`src/ssop_pkg.sv`:
```
// Shared types and constants of the stream sequence operator.
// Used by the front, back and top-level modules; depends on nothing else.
package ssop_pkg;

   localparam int SAMPLE_W          = 16;
   localparam int RESULT_W          = 32;
   localparam int OP_W              = 16;
   localparam int MODE_W            = 3;
   // One bit above the parameter field, so that the delay limit itself can be compared.
   localparam int CMP_W             = OP_W + 1;
   localparam int DELAY_MAX_DEFAULT = 1024;
   localparam int ADDR_W            = 4;
   localparam int DATA_W            = 32;

   localparam logic [MODE_W-1:0] MODE_PAD   = 3'd0;
   localparam logic [MODE_W-1:0] MODE_DELAY = 3'd1;
   localparam logic [MODE_W-1:0] MODE_UP    = 3'd2;
   localparam logic [MODE_W-1:0] MODE_DOWN  = 3'd3;
   localparam logic [MODE_W-1:0] MODE_DIFF  = 3'd4;
   localparam logic [MODE_W-1:0] MODE_SUM   = 3'd5;

   localparam logic [1:0] REG_MODE = 2'd0;
   localparam logic [1:0] REG_OP   = 2'd1;
   localparam logic [1:0] REG_FILL = 2'd2;

   // The running sum needs a ninth kind, so the kind code is four bits wide.
   typedef enum logic [3:0] {
      K_ERROR,
      K_IDLE,
      K_PAD,
      K_UP,
      K_PASS,
      K_DELAY,
      K_DOWN,
      K_DIFF,
      K_SUM
   } kind_type;

   typedef struct packed {
      kind_type                    kind;
      logic                        has;
      logic signed [SAMPLE_W-1:0]  sample;
   } item_type;

endpackage

```
`src/ssop_front.sv`:
```
// Front end: accepts requests, classifies them by the current set-up and queues them.
// Depends on ssop_pkg.
module ssop_front (
   input  logic                                  clock,
   input  logic                                  reset,
   input  logic                                  req_valid,
   output logic                                  req_ready,
   input  logic                                  req_sample_valid,
   input  logic signed [ssop_pkg::SAMPLE_W-1:0]  req_sample,
   input  logic [ssop_pkg::MODE_W-1:0]           mode,
   input  logic [ssop_pkg::OP_W-1:0]             op_param,
   output ssop_pkg::item_type                    q_item,
   output logic                                  q_valid,
   input  logic                                  q_ready
);
   import ssop_pkg::*;

   parameter int DELAY_MAX = DELAY_MAX_DEFAULT;

   item_type   slot_ff [2];
   logic       wr_ptr_ff, wr_ptr_in;
   logic       rd_ptr_ff, rd_ptr_in;
   logic [1:0] count_ff, count_in;
   logic       enabled;
   logic       push, pop;
   item_type   item_new;

   always_comb begin
      case (mode)
         MODE_PAD, MODE_DIFF, MODE_SUM: enabled = 1'b1;
         MODE_DELAY: enabled = CMP_W'(op_param) <= CMP_W'(DELAY_MAX);
         MODE_UP, MODE_DOWN: enabled = op_param != '0;
         default: enabled = 1'b0;
      endcase
   end

   always_comb begin
      item_new.has    = req_sample_valid;
      item_new.sample = req_sample;
      item_new.kind   = K_ERROR;
      if (enabled) begin
         case (mode)
            MODE_PAD:   item_new.kind = K_PAD;
            MODE_UP:    item_new.kind = K_UP;
            MODE_DELAY: item_new.kind = !req_sample_valid ? K_IDLE :
                                        (op_param == '0) ? K_PASS : K_DELAY;
            MODE_DOWN:  item_new.kind = req_sample_valid ? K_DOWN : K_IDLE;
            MODE_DIFF:  item_new.kind = req_sample_valid ? K_DIFF : K_IDLE;
            MODE_SUM:   item_new.kind = req_sample_valid ? K_SUM : K_IDLE;
            default:    item_new.kind = K_ERROR;
         endcase
      end
   end

   assign req_ready = count_ff != 2'd2;
   assign q_valid   = count_ff != 2'd0;
   assign q_item    = slot_ff[rd_ptr_ff];
   assign push      = req_valid && req_ready;
   assign pop       = q_valid && q_ready;

   always_comb begin
      wr_ptr_in = push ? ~wr_ptr_ff : wr_ptr_ff;
      rd_ptr_in = pop ? ~rd_ptr_ff : rd_ptr_ff;
      count_in  = count_ff;
      if (push && !pop) begin
         count_in = count_ff + 2'd1;
      end else if (pop && !push) begin
         count_in = count_ff - 2'd1;
      end
   end

   always_ff @(posedge clock) begin
      if (reset) begin
         wr_ptr_ff <= 1'b0;
         rd_ptr_ff <= 1'b0;
         count_ff  <= 2'd0;
      end else begin
         wr_ptr_ff <= wr_ptr_in;
         rd_ptr_ff <= rd_ptr_in;
         count_ff  <= count_in;
      end
   end

   always_ff @(posedge clock) begin
      if (push) begin
         slot_ff[wr_ptr_ff] <= item_new;
      end
   end

endmodule

```
`config.mk`:
```
export PLATFORM = sky130hd
export DESIGN_NAME = ssop_front
export DESIGN_NICKNAME = d
export VERILOG_FILES = /design/src/ssop_pkg.sv /design/src/ssop_front.sv
export SDC_FILE = /design/constraint.sdc
export NUM_CORES = 1
export LEC_CHECK = 0
export CORE_MARGIN = 10
export CORE_UTILIZATION = 54
export DETAILED_ROUTE_END_ITERATION = 12
export DONT_BUFFER_PORTS = 1
export PLACE_DENSITY = 0.69
export REMOVE_ABC_BUFFERS = 1
export SKIP_LAST_GASP = 1
export SLEW_MARGIN = 20
export SYNTH_ARGS = -nofsm -noshare
export SYNTH_HDL_FRONTEND = slang
export SYNTH_SLANG_ARGS = --single-unit
```
`constraint.sdc`:
```
create_clock -name clock -period 3.9 [get_ports clock]
set_input_delay 0.585 -clock clock [delete_from_list [all_inputs] [get_ports clock]]
set_output_delay 0.585 -clock clock [all_outputs]
set_load 0.1 [all_outputs]
```
Yosys cells after proc, flatten, opt, wreduce, memory -nomap -nowiden
Memories as Yosys holds them, arrays and structs flattened. A register that Yosys moved wholly into a read port is not among the register bits.
Cells that the tools add are included.
{ "classes": {"reduce_logical": 13, "add_sub_neg": 2, "mux": 14, "n_div": 0, "n_bitwise": 2, "n_mul": 0, "order_cmp": 1, "shifts": 0, "eq_ne": 6} }
{ "ops": {"columns": ["op", "n"], "rows": [
  ["4-bit case mux with 6 select lines", 1],
  ["16-bit by 11-bit less-or-equal comparator with 1-bit output, second input constant", 1],
  ["16-bit logical NOT", 1],
  ["16-bit nonzero test", 1],
  ["3-bit two-way mux", 3],
  ["4-bit two-way mux", 2],
  ["3-bit by 2-bit == test with 1-bit output, second input constant", 2],
  ["3-bit == test, second input constant", 2],
  ["1-bit two-way mux", 5],
  ["1-bit logical AND", 4],
  ["2-bit two-way mux", 2],
  ["2-bit nonzero test", 2],
  ["3-bit by 1-bit == test with 1-bit output, second input constant", 1],
  ["3-bit logical NOT", 1],
  ["1-bit case mux with 3 select lines", 1],
  ["3-bit OR reduction", 1],
  ["2-bit by 1-bit adder with 2-bit output, second input constant", 1],
  ["1-bit logical NOT", 2],
  ["2-bit != test, second input constant", 1],
  ["1-bit inverter", 2],
  ["2-bit OR reduction", 1],
  ["2-bit by 1-bit subtractor with 2-bit output, second input constant", 1]
]} }
{ "word_totals": {"output_inout_bits": 23, "reg_bits": 4, "rom_bits": 0, "word_cells": 42, "latch_bits": 0, "ramBits": 42, "mem_count": 1, "in_bits": 40} }
{ "mem_list": {"columns": ["memory", "words", "width", "read_ports", "rd_ports_with_merged_regs", "write_ports", "line_no", "source"], "rows": [
  ["slot_ff", 2, 21, 1, 1, 1, "ssop_front.sv:20", "item_type slot_ff [2];"]
]} }

Depth between registers and ports, before layout
{ "logic_depth": {"word_depth": 6, "ltp_mapped": 7, "depth_no_buf": 7} }

Least setup slack after synthesis
No wires, ideal clock.
{ "synth_timing": {"path_kind": "reg2reg", "from": "reg count_ff[0]", "to": "mem slot_ff[0][0] in the netlist's numbering, enable pin", "setup_slack_ns": 1.136, "t_arrival_ns": 2.366, "stages_incl_launch_ff": 4, "n_path_buf": 0, "setup_time_ns": 0.399, "synth_period_minus_slack_ns": 2.764, "required_ns": 3.501, "cell_sequence": "dfxtp_1 -> nand2b_1 -> nand2_1 -> nor2_1"} }
{ "synth_between": {"elab_chain_len": 4} }
{ "synth_lines": {"columns": ["item", "line_no", "source"], "rows": [
  ["start: declaration", "ssop_front.sv:23", "logic [1:0] count_ff, count_in;"],
  ["start signal: assignment", "ssop_front.sv:80", "count_ff <= count_in;"],
  ["2-bit != test", "ssop_front.sv:55", "assign req_ready = count_ff != 2'd2;"],
  ["net req_ready", "ssop_front.sv:7", "output logic req_ready,"],
  ["1-bit logical AND", "ssop_front.sv:58", "assign push = req_valid && req_ready;"],
  ["1-bit two-way mux", "ssop_front.sv:85", "if (push) begin"],
  ["1-bit two-way mux (not written as such)", "ssop_front.sv:86", "slot_ff[wr_ptr_ff] <= item_new;"],
  ["end: declaration", "ssop_front.sv:20", null]
]} }
The timed path passes the listed nets, and every way through them passes these cells.

==> results.json <==
{
  "regToRegSetupSlack_ns": 1.88,
  "synth_cell_types": 27,
  "ys.warnings.count": 0,
  "clk_path_buf_depth": 2,
  "critPathArrivalTime_ns": 1.95,
  "viasPerCell": 5.53,
  "hold_depth": 1,
  "worstPathRequired_ns": 3.31,
  "cts_resized": 0,
  "routedWlPerCell_um": 19.7,
  "path_clk_slew_ns": 0.11,
  "drc": 0,
  "syn_area_per_cell_um2": 16.1,
  "intPower_uw": 852,
  "finalSetupViolCount": 0,
  "p_sw_uw": 919,
  "drive_gt1_share_pct": 26.8,
  "path_cells": "mux2_2",
  "io_pins": 63,
  "ys_top_cells_by_area": "edfxtp_1 (66%), mux2_2 (12%), dfxtp_1 (5.2%), nor2_1 (2.4%), nor4_4 (2.2%)",
  "async_reset_ff_share_pct": 0,
  "slew_headroom_pct": 38.8,
  "startpoint_type": "register",
  "multi_input_area_um2": 541,
  "hpwl_mm": 2.58,
  "synthFlopType": "edfxtp_1",
  "seq_area_frac_synth_pct": 71.1,
  "finalHoldViolCount": 0,
  "swShare_pct": 51.9,
  "track_usage_pct": 11.0,
  "crit_type": "register to primary output",
  "grt_pass1_wl_mm": 5.34,
  "final_nets": 167,
  "worstPathMaxFanout": 21,
  "power_density_nw_per_um2": 870,
  "htree_levels": 2,
  "antennaDiodeCount": 0,
  "n_fill_cell": 269,
  "drt-total-wl_mm": 3.40,
  "die_x_um": 79.6,
  "clock-root-buffer": "clkbuf_4",
  "cpLargestDelayFamily": "flip-flops",
  "io_buffer_count": 0,
  "synth-edff-count": 42,
  "clock_sinks": 47,
  "ys_top_cells_by_count": "edfxtp_1 (42), mux2_2 (21), nor2_1 (12)",
  "grt_pass1_vias": 1040,
  "yosysTopAreaCellShare_pct": 65.8,
  "tns_ns": 0,
  "core-area_um2": 3390,
  "dieArea_um2": 6330,
  "ant_nets": 0,
  "antenna_found_initial": 0,
  "drt_iter0_markers": 65,
  "synth-seq-cells": 47,
  "seqPwrFrac_pct": 39.8,
  "final_cells": 173,
  "yosysMostFrequentCell": "edfxtp_1",
  "endpoint_kind": "primary output",
  "vias": 957,
  "post-cts-setup-buffers": 0,
  "die_h_um": 79.6,
  "leakage_nw": 0.666,
  "syn_to_final_growth_pct": 6.27,
  "yosys.area.top_type": "edfxtp_1",
  "status": "complete, no violations",
  "fin_crit_sh_pct": 65.0,
  "fmax_ghz": 0.394,
  "row_count": 21,
  "max_stage_delay_ns": 0.94,
  "critPathSlowestCell": "dfxtp_1",
  "rsz0062_at_grt": "no",
  "worst-path-stages": 1,
  "maxCapViolCount": 0,
  "reg2reg_depth": 3,
  "worst_slew_pin_slew_ns": 0.918,
  "skew_ns": 0.00362,
  "ir_drop_mv": 0.858,
  "p_comb_share_pct": 48.9,
  "p_clk_share_pct": 11.4,
  "min_path_type": "primary input to register",
  "start_util_pct": 56.5,
  "seq_area_um2": 1360,
  "dpl.cell_count": 165,
  "hold_buffers": 0,
  "clock_latency_ns": 0.33,
  "slew_violations": 0,
  "syn_area_um2": 1920,
  "drt_pre_antenna_iters": 4,
  "cp.buffers_inverters": 0,
  "cts_made_buffers": 5,
  "synthCells": 119,
  "cts_tree": "done",
  "fin_crit_ns": 2.54,
  "grt-ovfl-total": 0,
  "place_congestion": 0.780,
  "grt_max_degree": 22
}
[placed cells by master, fill, tap and decap left out, types with 2 or more instances in the layout]
master,n
mux2_2,21
o211ai_1,4
inv_1,2
nand3_1,2
o21ai_0,2
nand2_1,6
dfxtp_1,5
edfxtp_1,42
nor4_4,2
nor2_1,11
clkbuf_4,5
buf_4,2
xor2_1,4
clkbuf_1,2
[power by group through the flow]
stage	combinational, mW	clock (mW)	sequential, mW
final	0.866	0.201	0.704
after global routing	0.894	0.239	0.716
after CTS	0.872	0.212	0.706
after detailed placement	0.869	0	0.718
after global placement	0.864	0	0.710
after floorplan	0.807	0	0.698
[registers in the layout, summed over array words and instances, names as in the netlist, named ones only]
name and cells:
slot_ff 42, count_ff 2, rd_ptr_ff 1, wr_ptr_ff 1
[through the flow]
stage / utilization, % / worst slack (ns) / hold WS [ns] / instance area, µm² / power, mW
after global placement: 58.4 / 1.74 / 0.478 / 1980 / 1.57
after detailed placement: 58.4 / 1.67 / 0.496 / 1980 / 1.59
after global routing: 60.1 / 1.22 / 0.249 / 2040 / 1.85
after CTS: 59.9 / 1.31 / 0.277 / 2030 / 1.79
after floorplan: - / 1.14 / 0.461 / 1910 / 1.51
final: 60.1 / 1.36 / 0.299 / 2040 / 1.77
[logic make-up after synthesis]
logic type	count (synthesis)	synth area share, %
compound gates	12	4.38
xor+xnor	4	1.83
fa+ha+maj	1	0.653
buf+inv	5	1.11
flops	47	71.1
mux	21	12.3
simple gates	29	8.62
[final timing paths]
kind                            start                  endpoint
min                             reset  count_ff[1]$_SDFFE_PP0P_
min reg2reg  count_ff[1]$_SDFFE_PP0P_  count_ff[1]$_SDFFE_PP0P_
max reg2reg  count_ff[0]$_SDFFE_PP0P_   slot_ff[1][8]$_DFFE_PP_
max                          register                q_item[17]
[routing by layer]
metal | vias to the layer above | share of wire (%) | GRT usage [%]
met4 | 0 | 0.68 | 2.69
met3 | 3 | 11 | 6.42
met2 | 49 | 50 | 18.5
li1 | 468 | - | -
met1 | 437 | 38 | 11.6
met5 | - | 0 | 0
[layout make-up]
cell class                      instances  share of cell area [%]
Clock buffer                            7                    2.21
Inverter                                3                   0.553
Clock inverter                          1                   0.246
Sequential cell                        47                    66.9
Multi-Input combinational cell         67                    26.6
Tap cell                               46                    2.83
Timing Repair Buffer                    2                   0.738
Power figures use the tool's default switching activity.
